## config.mk

```make
export PLATFORM = sky130hd
export DESIGN_NAME = variable_partition_allocator
export DESIGN_NICKNAME = d
export VERILOG_FILES = /design/src/hw/rtl/vpa_pkg.sv /design/src/hw/rtl/vpa_ram.sv /design/src/hw/rtl/vpa_ctrl.sv /design/src/hw/rtl/vpa_dpath.sv /design/src/hw/rtl/variable_partition_allocator.sv
export SDC_FILE = /design/constraint.sdc
export NUM_CORES = 1
export LEC_CHECK = 0
export ABC_CLOCK_PERIOD_IN_PS = 4200
export BUFFER_PORTS_ARGS = -buffer_cell sky130_fd_sc_hd__buf_2
export CORE_MARGIN = 3
export CORE_UTILIZATION = 40
export CTS_CLUSTER_SIZE = 25
export DETAILED_ROUTE_END_ITERATION = 10
export PLACE_DENSITY = 0.58
export SLEW_MARGIN = 30
export SYNTH_ARGS = -nofsm -noshare
export SYNTH_HDL_FRONTEND = slang
export SYNTH_SLANG_ARGS = --single-unit
export TNS_END_PERCENT = 1
```

## constraint.sdc

```tcl
create_clock -name i_clk -period 4.2 [get_ports i_clk]
set_clock_uncertainty 0.05 [all_clocks]
set_input_delay 0.84 -clock i_clk [delete_from_list [all_inputs] [get_ports i_clk]]
set_output_delay 0.84 -clock i_clk [all_outputs]
set_load 0.005 [all_outputs]
```

## src/hw/rtl/vpa_pkg.sv

```systemverilog
`timescale 1ns / 1ps
// ----------------------------------------------------------------------------
// vpa_pkg
// Shared types and constants for the variable partition allocator.
// ----------------------------------------------------------------------------
package vpa_pkg;

    // default geometry
    localparam int NUM_PARTS_DEF = 16;
    localparam int SIZE_BITS_DEF = 16;

    // field widths of the stream beats
    localparam int IDX_FLD_W  = 4;
    localparam int SIZE_FLD_W = 16;
    localparam int S_TDATA_W  = 40;  // 37 bits of fields, padded to 5 bytes
    localparam int M_TDATA_W  = 24;  // 21 bits of fields, padded to 3 bytes

    // configuration port
    localparam int CFG_IDX_W  = 1;
    localparam int CFG_DATA_W = 5;
    localparam int MODE_W     = 2;
    localparam int PIU_W      = 5;

    localparam logic [CFG_IDX_W-1:0] CFG_FIT_MODE     = 1'd0;
    localparam logic [CFG_IDX_W-1:0] CFG_PARTS_IN_USE = 1'd1;

    localparam logic [MODE_W-1:0] FIT_FIRST = 2'd0;
    localparam logic [MODE_W-1:0] FIT_BEST  = 2'd1;
    localparam logic [MODE_W-1:0] FIT_WORST = 2'd2;

    localparam logic [MODE_W-1:0] FIT_MODE_RST = FIT_FIRST;
    localparam logic [PIU_W-1:0]  PIU_RST      = 5'd16;

    // input kind carried on tuser
    localparam logic FUNC_LOAD  = 1'b0;
    localparam logic FUNC_ALLOC = 1'b1;

    typedef enum logic [2:0] {
        S_IDLE,
        S_LOAD,
        S_SCAN,
        S_DRAIN,
        S_UPDATE,
        S_RESULT
    } t_state;

    // controller -> datapath
    typedef struct packed {
        logic accept;      // latch the input beat, clear search state
        logic load_write;  // write the latched entry into the table
        logic scan_step;   // read the entry under the scan counter, advance
        logic upd_write;   // write back the chosen entry
        logic out_load;    // move the result into the output register
    } t_cmd;

    // datapath -> controller
    typedef struct packed {
        logic scan_empty;  // search bound is zero
        logic scan_last;   // scan counter at the last entry to search
        logic out_busy;    // output register holds a beat not taken this cycle
    } t_status;

endpackage

```

## src/hw/rtl/vpa_ram.sv

```systemverilog
`timescale 1ns / 1ps
// ----------------------------------------------------------------------------
// vpa_ram
// Generic single write, single read RAM with registered read data.
// ----------------------------------------------------------------------------
module vpa_ram #(
    parameter int WIDTH = 16,
    parameter int DEPTH = 16
) (
    input  logic                     i_clk,
    input  logic                     i_we,
    input  logic [$clog2(DEPTH)-1:0] i_waddr,
    input  logic [WIDTH-1:0]         i_wdata,
    input  logic [$clog2(DEPTH)-1:0] i_raddr,
    output logic [WIDTH-1:0]         o_rdata
);

    logic [WIDTH-1:0] r_mem [DEPTH];
    logic [WIDTH-1:0] r_rdata;

    always_ff @(posedge i_clk) begin
        if (i_we) begin
            r_mem[i_waddr] <= i_wdata;
        end
        r_rdata <= r_mem[i_raddr];
    end

    assign o_rdata = r_rdata;

endmodule

```

## src/hw/rtl/vpa_ctrl.sv

```systemverilog
`timescale 1ns / 1ps
// ----------------------------------------------------------------------------
// vpa_ctrl
// Sequencer: takes one beat, runs the load or the table scan, issues result.
// ----------------------------------------------------------------------------
module vpa_ctrl (
    input  logic             i_clk,
    input  logic             i_rst_n,
    input  logic             i_valid,
    input  logic             i_func,
    output logic             o_ready,
    input  vpa_pkg::t_status i_sts,
    output vpa_pkg::t_cmd    o_cmd
);

    import vpa_pkg::*;

    t_state r_state;
    t_state n_state;

    always_ff @(posedge i_clk) begin
        if (!i_rst_n) begin
            r_state <= S_IDLE;
        end else begin
            r_state <= n_state;
        end
    end

    always_comb begin
        n_state = r_state;
        unique case (r_state)
            S_IDLE: begin
                if (i_valid) begin
                    if (i_func == FUNC_LOAD) begin
                        n_state = S_LOAD;
                    end else if (i_sts.scan_empty) begin
                        n_state = S_RESULT;
                    end else begin
                        n_state = S_SCAN;
                    end
                end
            end
            S_LOAD:   n_state = S_RESULT;
            S_SCAN: begin
                if (i_sts.scan_last) begin
                    n_state = S_DRAIN;
                end
            end
            S_DRAIN:  n_state = S_UPDATE;
            S_UPDATE: n_state = S_RESULT;
            S_RESULT: begin
                if (!i_sts.out_busy) begin
                    n_state = S_IDLE;
                end
            end
            default:  n_state = S_IDLE;
        endcase
    end

    always_comb begin
        o_ready = 1'b0;
        o_cmd   = '0;
        unique case (r_state)
            S_IDLE: begin
                o_ready      = 1'b1;
                o_cmd.accept = i_valid;
            end
            S_LOAD:   o_cmd.load_write = 1'b1;
            S_SCAN:   o_cmd.scan_step  = 1'b1;
            S_DRAIN:  o_cmd            = '0;
            S_UPDATE: o_cmd.upd_write  = 1'b1;
            S_RESULT: o_cmd.out_load   = !i_sts.out_busy;
            default:  o_cmd            = '0;
        endcase
    end

endmodule

```

## src/hw/rtl/vpa_dpath.sv

```systemverilog
`timescale 1ns / 1ps
// ----------------------------------------------------------------------------
// vpa_dpath
// Partition table, config registers, scan compare and result register.
// ----------------------------------------------------------------------------
module vpa_dpath #(
    parameter int NUM_PARTS = vpa_pkg::NUM_PARTS_DEF,
    parameter int SIZE_BITS = vpa_pkg::SIZE_BITS_DEF
) (
    input  logic                           i_clk,
    input  logic                           i_rst_n,
    input  logic                           i_cfg_we,
    input  logic [vpa_pkg::CFG_IDX_W-1:0]  i_cfg_idx,
    input  logic [vpa_pkg::CFG_DATA_W-1:0] i_cfg_data,
    input  logic [vpa_pkg::S_TDATA_W-1:0]  i_tdata,
    input  vpa_pkg::t_cmd                  i_cmd,
    output vpa_pkg::t_status               o_sts,
    input  logic                           i_m_tready,
    output logic                           o_m_tvalid,
    output logic [vpa_pkg::M_TDATA_W-1:0]  o_m_tdata
);

    import vpa_pkg::*;

    localparam int IDX_W = (NUM_PARTS > 1) ? $clog2(NUM_PARTS) : 1;
    localparam int CNT_W = $clog2(NUM_PARTS + 1);

    // config
    logic [MODE_W-1:0] r_fit_mode;
    logic [PIU_W-1:0]  r_piu;
    logic [CNT_W-1:0]  w_limit;

    // latched beat
    logic [IDX_FLD_W-1:0] r_idx;
    logic [SIZE_BITS-1:0] r_size;
    logic                 r_fill;
    logic [SIZE_BITS-1:0] r_req;

    // scan
    logic [IDX_W-1:0]     r_cnt;
    logic                 r_cmp_vld;
    logic [IDX_W-1:0]     r_cmp_idx;
    logic                 r_found;
    logic [IDX_W-1:0]     r_pick;
    logic [SIZE_BITS-1:0] r_best;
    logic [NUM_PARTS-1:0] r_occ;

    logic                 w_in_range;
    logic [IDX_W-1:0]     w_load_addr;
    logic [SIZE_BITS-1:0] w_rdata;
    logic [SIZE_BITS-1:0] w_rem;
    logic                 w_elig;
    logic                 w_take;
    logic                 w_we;
    logic [IDX_W-1:0]     w_waddr;
    logic [SIZE_BITS-1:0] w_wdata;

    // result register
    logic                 r_out_vld;
    logic [M_TDATA_W-1:0] r_out_data;

    always_ff @(posedge i_clk) begin
        if (!i_rst_n) begin
            r_fit_mode <= FIT_MODE_RST;
            r_piu      <= PIU_RST;
        end else if (i_cfg_we) begin
            case (i_cfg_idx)
                CFG_FIT_MODE:     r_fit_mode <= i_cfg_data[MODE_W-1:0];
                CFG_PARTS_IN_USE: r_piu      <= i_cfg_data[PIU_W-1:0];
                default:          r_piu      <= r_piu;
            endcase
        end
    end

    // search bound saturates at the table depth
    assign w_limit = (32'(r_piu) > NUM_PARTS) ? CNT_W'(NUM_PARTS) : CNT_W'(r_piu);

    assign w_in_range  = 32'(r_idx) < NUM_PARTS;
    assign w_load_addr = IDX_W'(r_idx);
    assign w_rem       = r_best - r_req;

    always_ff @(posedge i_clk) begin
        if (i_cmd.accept) begin
            r_idx  <= i_tdata[3:0];
            r_size <= SIZE_BITS'(i_tdata[19:4]);
            r_fill <= i_tdata[20];
            r_req  <= SIZE_BITS'(i_tdata[36:21]);
        end
    end

    // read data of entry r_cmp_idx arrives in the cycle after its address
    assign w_elig = r_cmp_vld && !r_occ[r_cmp_idx] && (w_rdata >= r_req);

    always_comb begin
        w_take = 1'b0;
        if (w_elig) begin
            if (!r_found) begin
                w_take = 1'b1;
            end else begin
                case (r_fit_mode)
                    FIT_BEST:  w_take = w_rdata < r_best;
                    FIT_WORST: w_take = w_rdata > r_best;
                    default:   w_take = 1'b0;
                endcase
            end
        end
    end

    always_ff @(posedge i_clk) begin
        if (!i_rst_n) begin
            r_cmp_vld <= 1'b0;
            r_found   <= 1'b0;
            r_cnt     <= '0;
        end else begin
            r_cmp_vld <= i_cmd.scan_step;
            if (i_cmd.accept) begin
                r_found <= 1'b0;
                r_cnt   <= '0;
            end else begin
                if (w_take) begin
                    r_found <= 1'b1;
                end
                if (i_cmd.scan_step) begin
                    r_cnt <= r_cnt + IDX_W'(1);
                end
            end
        end
    end

    always_ff @(posedge i_clk) begin
        r_cmp_idx <= r_cnt;
        if (w_take) begin
            r_pick <= r_cmp_idx;
            r_best <= w_rdata;
        end else if (i_cmd.upd_write && r_found) begin
            r_best <= w_rem;
        end
    end

    // occupied flags, all set at reset so nothing is eligible until loaded
    always_ff @(posedge i_clk) begin
        if (!i_rst_n) begin
            r_occ <= '1;
        end else if (i_cmd.load_write && w_in_range) begin
            r_occ[w_load_addr] <= r_fill;
        end
    end

    always_comb begin
        if (i_cmd.load_write) begin
            w_we    = w_in_range;
            w_waddr = w_load_addr;
            w_wdata = r_size;
        end else begin
            w_we    = i_cmd.upd_write && r_found;
            w_waddr = r_pick;
            w_wdata = w_rem;
        end
    end

    vpa_ram #(
        .WIDTH (SIZE_BITS),
        .DEPTH (NUM_PARTS)
    ) u_ram (
        .i_clk   (i_clk),
        .i_we    (w_we),
        .i_waddr (w_waddr),
        .i_wdata (w_wdata),
        .i_raddr (r_cnt),
        .o_rdata (w_rdata)
    );

    always_ff @(posedge i_clk) begin
        if (!i_rst_n) begin
            r_out_vld <= 1'b0;
        end else if (i_cmd.out_load) begin
            r_out_vld <= 1'b1;
        end else if (i_m_tready) begin
            r_out_vld <= 1'b0;
        end
    end

    always_ff @(posedge i_clk) begin
        if (i_cmd.out_load) begin
            if (r_found) begin
                r_out_data <= M_TDATA_W'({SIZE_FLD_W'(r_best), IDX_FLD_W'(r_pick), 1'b1});
            end else begin
                r_out_data <= '0;
            end
        end
    end

    assign o_sts.scan_empty = (w_limit == '0);
    assign o_sts.scan_last  = (CNT_W'(r_cnt) + CNT_W'(1)) == w_limit;
    assign o_sts.out_busy   = r_out_vld && !i_m_tready;

    assign o_m_tvalid = r_out_vld;
    assign o_m_tdata  = r_out_data;

endmodule

```

## src/hw/rtl/variable_partition_allocator.sv

```systemverilog
`timescale 1ns / 1ps
// ----------------------------------------------------------------------------
// variable_partition_allocator
// Partition table with first, best or worst fit allocation.
// ----------------------------------------------------------------------------
//  channel   dir  handshake                     payload
//  s_axis    in   s_axis_tvalid/s_axis_tready   tdata 40b, tuser 1b (func)
//  m_axis    out  m_axis_tvalid/m_axis_tready   tdata 24b
//  cfg       in   i_cfg_we                      i_cfg_idx, i_cfg_data
//
//  One beat in flight at a time. A load writes the table entry, then issues the
//  result. An allocate does one RAM read per searched partition, pipelined
//  against the registered read, then a drain and a write-back. Reset is
//  synchronous, active low; it sets all partitions occupied. A stalled result
//  holds the sequencer in its result state, the next beat is accepted as soon
//  as the result is registered.
// ----------------------------------------------------------------------------
module variable_partition_allocator #(
    parameter int NUM_PARTS = vpa_pkg::NUM_PARTS_DEF,
    parameter int SIZE_BITS = vpa_pkg::SIZE_BITS_DEF
) (
    input  logic                           i_clk,
    input  logic                           i_rst_n,
    input  logic                           i_cfg_we,
    input  logic [vpa_pkg::CFG_IDX_W-1:0]  i_cfg_idx,
    input  logic [vpa_pkg::CFG_DATA_W-1:0] i_cfg_data,
    input  logic                           s_axis_tvalid,
    output logic                           s_axis_tready,
    // part_index[3:0], part_size[19:4], part_filled[20], request_size[36:21]
    input  logic [vpa_pkg::S_TDATA_W-1:0]  s_axis_tdata,
    // func[0]
    input  logic                           s_axis_tuser,
    output logic                           m_axis_tvalid,
    input  logic                           m_axis_tready,
    // granted[0], granted_index[4:1], remaining_size[20:5]
    output logic [vpa_pkg::M_TDATA_W-1:0]  m_axis_tdata
);

    import vpa_pkg::*;

    t_cmd    w_cmd;
    t_status w_sts;

    vpa_ctrl u_ctrl (
        .i_clk   (i_clk),
        .i_rst_n (i_rst_n),
        .i_valid (s_axis_tvalid),
        .i_func  (s_axis_tuser),
        .o_ready (s_axis_tready),
        .i_sts   (w_sts),
        .o_cmd   (w_cmd)
    );

    vpa_dpath #(
        .NUM_PARTS (NUM_PARTS),
        .SIZE_BITS (SIZE_BITS)
    ) u_dpath (
        .i_clk      (i_clk),
        .i_rst_n    (i_rst_n),
        .i_cfg_we   (i_cfg_we),
        .i_cfg_idx  (i_cfg_idx),
        .i_cfg_data (i_cfg_data),
        .i_tdata    (s_axis_tdata),
        .i_cmd      (w_cmd),
        .o_sts      (w_sts),
        .i_m_tready (m_axis_tready),
        .o_m_tvalid (m_axis_tvalid),
        .o_m_tdata  (m_axis_tdata)
    );

endmodule

```

After elaboration in Yosys (flattened, before gate mapping)
Memory sizes are Yosys's and may differ from the RTL's. A register that Yosys moved wholly into a read port is not among the register bits.
Index checks and enable logic that the tools add are counted.
- register bits: 118
- memories: 1
- output and inout bits: 26
- memory bits (writable): 256
- bitwise operators: 2
- reductions and logical operators: 17
- order comparisons: 7
- $add $sub $neg: 3
- muxes and demuxes: 31
- equal/unequal tests: 11
- memories (name ; words ; bits a word ; rd ports ; clocked after Yosys merged registers in ; write ports ; line ; RTL):
    u_dpath.u_ram.r_mem ; 16 ; 16 ; 1 ; 1 ; 1 ; vpa_ram.sv:18 ; logic [WIDTH-1:0] r_mem [DEPTH];
- operators with widths (cell ; count):
    two-way mux 16 bit ; 3
    bitwise mux 16 bit ; 1
    >= comparator 16 bit ; 1
    greater-than comparator 16 bit ; 1
    less-than comparator 16 bit ; 1
    two-way mux 1 bit ; 16
    subtractor 16 bit ; 1
    two-way mux 3 bit ; 5
    case mux 3 bit (5 select lines) ; 1
    less-than comparator 4 x 5 -> 1 bit, second input constant ; 2
    == test 3 x 2 -> 1 bit, second input constant ; 2
    == test 3 bit, second input constant ; 2
    adder 4 x 1 -> 5 bit, second input constant ; 1
    == test 5 bit ; 1
    greater-than comparator 5 bit, second input constant ; 1
    logical AND 1 bit ; 5
    zero test 5 bit ; 1
    two-way mux 5 bit ; 1
    adder 4 x 1 -> 4 bit, second input constant ; 1
    binary-select mux 1 bit (select 4 bit) ; 1
    demux 1 bit (select 4 bit) ; 1
    >= comparator 4 x 1 -> 1 bit, second input constant ; 1
    two-way mux 4 bit ; 1
    != test 2 bit, second input constant ; 2
    other kinds (12) ; 18

Depth between registers and ports, before layout
- word-level depth: 7
- depth in mapped cells: 10
- depth with buffers taken out: 10

Hierarchy
From an unflattened synthesis, not the netlist that was laid out.
- cells, all modules: 981
- area, all modules: 16301.9 um2
- modules (own cells, without submodules) (module ; cells an instance ; area each (um2) ; times used ; sequential area each (um2)):
    vpa_ram ; 432 ; 10042.1 ; 1 ; 8007.7
    vpa_dpath ; 517 ; 5983.2 ; 1 ; 3022.9
    vpa_ctrl ; 32 ; 276.5 ; 1 ; 60.1

Least setup slack after synthesis
Ideal clock, no wire load.
- kind: reg2reg
- start: register u_dpath.r_best[15]
- end: register u_dpath.r_best[0], enable pin
- arrival: 2843 ps
- buffers on the path: 1
- setup slack: 974 ps
- library setup time: 334 ps
- stages on the path, launching flop included: 11
- cell sequence: edfxtp_1 > inv_1 > ha_1 > nand4_1 > or4_1 > a21oi_1 > nor3_2 > mux2i_1 > a2111oi_4 > buf_6 > or2_2
- word-level cells in the longest chain between the ends: 5
- RTL lines (element ; line ; RTL):
    start, declared ; vpa_dpath.sv:45 ; logic [SIZE_BITS-1:0] r_best;
    start signal, assigned ; vpa_dpath.sv:134 ; r_best <= w_rdata;
    start signal, assigned ; vpa_dpath.sv:136 ; r_best <= w_rem;
    greater-than comparator 16 bit or less-than comparator 16 bit (tied branches) ; vpa_dpath.sv:102, vpa_dpath.sv:101 ;
    case mux 1 bit (2 select lines) (*) ; vpa_dpath.sv:100 ; case (r_fit_mode)
    two-way mux 1 bit (*) ; vpa_dpath.sv:97 ; if (!r_found) begin
    two-way mux 1 bit (*) ; vpa_dpath.sv:96 ; if (w_elig) begin
    named net u_dpath.w_take ; vpa_dpath.sv:53 ; logic w_take;
    nonzero test 2 bit (no line) (*) ; -- ;
Mark *: on every way through the listed nets, which the timed path passes. The rest lies on a longest branch.
A chain may end at the register's enable or synchronous reset.

Final worst setup path
- start: register u_dpath.r_best[1]
- end: register u_dpath.r_best[7], data pin
- word-level cells in the longest chain between the ends: 5
- RTL lines (element ; line ; RTL):
    greater-than comparator 16 bit or less-than comparator 16 bit (tied branches) ; vpa_dpath.sv:102, vpa_dpath.sv:101 ;
    case mux 1 bit (2 select lines) ; vpa_dpath.sv:100 ;
    two-way mux 1 bit ; vpa_dpath.sv:97 ;
    two-way mux 1 bit ; vpa_dpath.sv:96 ;
    two-way mux 16 bit (*) ; vpa_dpath.sv:132 ; if (w_take) begin
Every way passes the cells marked *; elsewhere a longest branch is shown, timed or not. The select of a mux whose other input is x is not followed.

==> metrics <==
minimum clock period 3.327 ns; Cell Area, Placed 17,380 um2; outcome finished, final reports clean; dominant synthesized flop cell edfxtp_1; tightest slew margin relative to the limit 46.34%; Total Nets Final 1,183; fin area 18,680 um2; total leakage power 6.431 nW; RSZ-0062 raised after global routing no; P per Cell Area 526.0 nW/um2; routed length per instance 21.67 um; startpoint type of the worst setup path register; largest net degree at the start of global routing 48; remaining antenna violation count after routing 0; postcts setup bufs 0; Pre-Repair DR Iteration Count 4; EDFF count, synth 334; total placed cells including tap cells 1,562; I/O pins 78; distinct cell type count after synthesis 60; row count 73; Vias 8,772; Tcrit/Tclk final 79.22%; Root Buffer clkbuf_16; DRT iter0 DRCs 606; count leader, synth edfxtp_1; WHS Path Cells 2; critical path required time 4.43 ns; Ant. Diodes 0; crit path DAT 3.56 ns; Final Hold Vio Count 0; Fmax 300.5 MHz; clk sinks 387; CTS tree yes; Register Area 11,100 um2; sequential share of the synthesized area 68.34%; vias in the first global route 8,982; cts repair resizes 0; Crit Path Class register to register; HPWL Detailed 22,440 um; Final Util 46.80%; worst hold path class register to register; IO Port Bufs 71; Finished Layout Cells 1,636; Yosys top cell area share 61.80%; reg2reg path depth 10; Worst Max-Slew Pin Slew 0.8038 ns; first-pass GRT wire length 54,190 um; Commonest cells post-synth 334 x edfxtp_1, 82 x mux4_2, 65 x nor2_1; total CTS buffers 41; Async SR Flop Fraction 0%; clock tree buffer depth 3; max-slew violations 0; multi-input combinational cell area 4837 um2; routability cong. 0.7899; worst vdd ir 0.3034 mV; Fill cells 3,382; endpoints failing setup 0; core footprint 39,910 um2; die area 43,020 um2; layout cells sized above 1 24.84%; initial antenna violation count 2; Die Span X 207.4 um; Synth-to-Final Area Change 15.12%; Synth area leaders edfxtp_1 62%, mux4_2 11%, dfxtp_1 6.5%; gr ovfl total 0; Vias/cell 5.362; maximum fanout along the worst path 20; Post-Syn Instances 975; die height 207.4 um; smallest hold slack 0.4277 ns; Clk Latency, worst-skew pair 0.53 ns; Synth Cell Area 16,230 um2; Synth area leader edfxtp_1; total wire length 35,450 um; total negative slack 0 ns; H-tree levels 2; DR DRC count 0; CTS clk-pin slew, worst paths 0.06 ns; Starting Density 40.66%; Total GRT Usage 16.35%; Worst Setup End Kind register; CTS Hold Buffers Added 0; YS warnings 0; register bit count reported by yosys 387; max_cap viols 0; Avg Inst Size Synth 16.64 um2
-- path summary, 6_finish.rpt --
path	from	endpoint	slack (ns)
hold reg to reg	u_dpath.r_occ[6]	u_dpath.r_occ[6]	0.43
hold / removal	u_dpath.r_occ[6]	u_dpath.r_occ[6]	0.43
setup / recovery	u_dpath.r_best[1]	u_dpath.r_best[7]	0.87
setup reg to reg	u_dpath.r_best[1]	u_dpath.r_best[7]	0.87
-- through the flow --
stage | setup slack, ns | total power [mW]
4_1_cts | 0.9185 | 9.929
2_1_floorplan | 0.9735 | 5.910
6_report | 0.8726 | 9.826
3_3_place_gp | 0.8833 | 6.400
3_5_place_dp | 0.9095 | 6.448
5_1_grt | 0.7229 | 10.25
-- power breakdown --
| part | switching, mW | internal (mW) | total (mW) | leakage [nW] |
|---|---|---|---|---|
| Clock | 1.43 | 2.04 | 3.47 | 0.637 |
| Combinational | 0.925 | 0.515 | 1.44 | 2.33 |
| Sequential | 0.140 | 4.78 | 4.92 | 3.46 |
| Total | 2.49 | 7.34 | 9.83 | 6.43 |
-- worst max-delay path, cell delays in order, from the launching register on --
cell       delay (ns)
edfxtp_1         0.39
inv_1            0.14
ha_1             0.26
nor2b_1          0.13
o211ai_1         0.38
a21oi_1          0.16
nor3_2           0.28
mux2i_1          0.16
a2111oi_4        0.37
buf_4            0.37
mux2_2           0.37
-- flip-flops by register name, indices dropped and copies added, names as in the netlist, 2 cells and up --
| register | cells |
|---|---|
| u_dpath.u_ram.r_mem | 256 |
| u_dpath.o_m_tdata | 21 |
| u_dpath.r_best | 16 |
| u_dpath.r_occ | 16 |
| u_dpath.r_req | 16 |
| u_dpath.r_size | 16 |
| u_dpath.u_ram.o_rdata | 16 |
| u_dpath.r_piu | 5 |
| u_dpath.r_cmp_idx | 4 |
| u_dpath.r_cnt | 4 |
| u_dpath.r_idx | 4 |
| u_dpath.r_pick | 4 |
| u_ctrl.r_state | 3 |
| u_dpath.r_fit_mode | 2 |
-- final cells by class --
type	count	area share (%)
clock buffer	62	6.463
clock inverter	12	0.4487
inverter	44	0.8841
multi-input combinational	506	25.89
sequential	387	59.39
tap	525	3.516
timing repair buffer	100	3.402
-- per-layer routing --
| layer | up-vias | GRT usage (%) | wire length [um] |
|---|---|---|---|
| met2 | 216 | 27.11 | 17290 |
| met4 | 0 | 4.775 | 812 |
| met5 | - | 0 | 0 |
| met3 | 50 | 2.584 | 1845 |
| met1 | 4476 | 22.53 | 15510 |
| li1 | 4030 | - | - |
-- logic make-up after synthesis --
| family | count (synthesis) | share of synthesized area (%) |
|---|---|---|
| other cells | 1 | 0.02311 |
| xor+xnor | 17 | 0.9175 |
| flops | 387 | 68.34 |
| compound gates | 116 | 4.989 |
| simple gates | 205 | 5.898 |
| buf+inv | 84 | 2.082 |
| mux | 114 | 13.77 |
| fa+ha+maj | 51 | 3.978 |
-- cells in the final DEF (no fill, tap or decap), drive strengths merged, types with 3 or more instances in the layout --
cell type and instances:
or3 4, a21boi 6, a31oi 6, o21ai 19, mux2i 11, a21oi 29, nand3 18, edfxtp 334
buf 100, nand4 7, nand3b 5, clkbuf 62, nor2b 13, o21a 5, mux2 19, xor2 7
ha 50, dfxtp 53, nor2 65, mux4 84, inv 44, o31a 4, and2 6, clkinv 11
o311ai 7, xnor2 10, conb 3, o211a 3, nand2b 7, o211ai 11, nor3 11, nand2 60
a21o 13
Power figures use the tool's default switching activity.
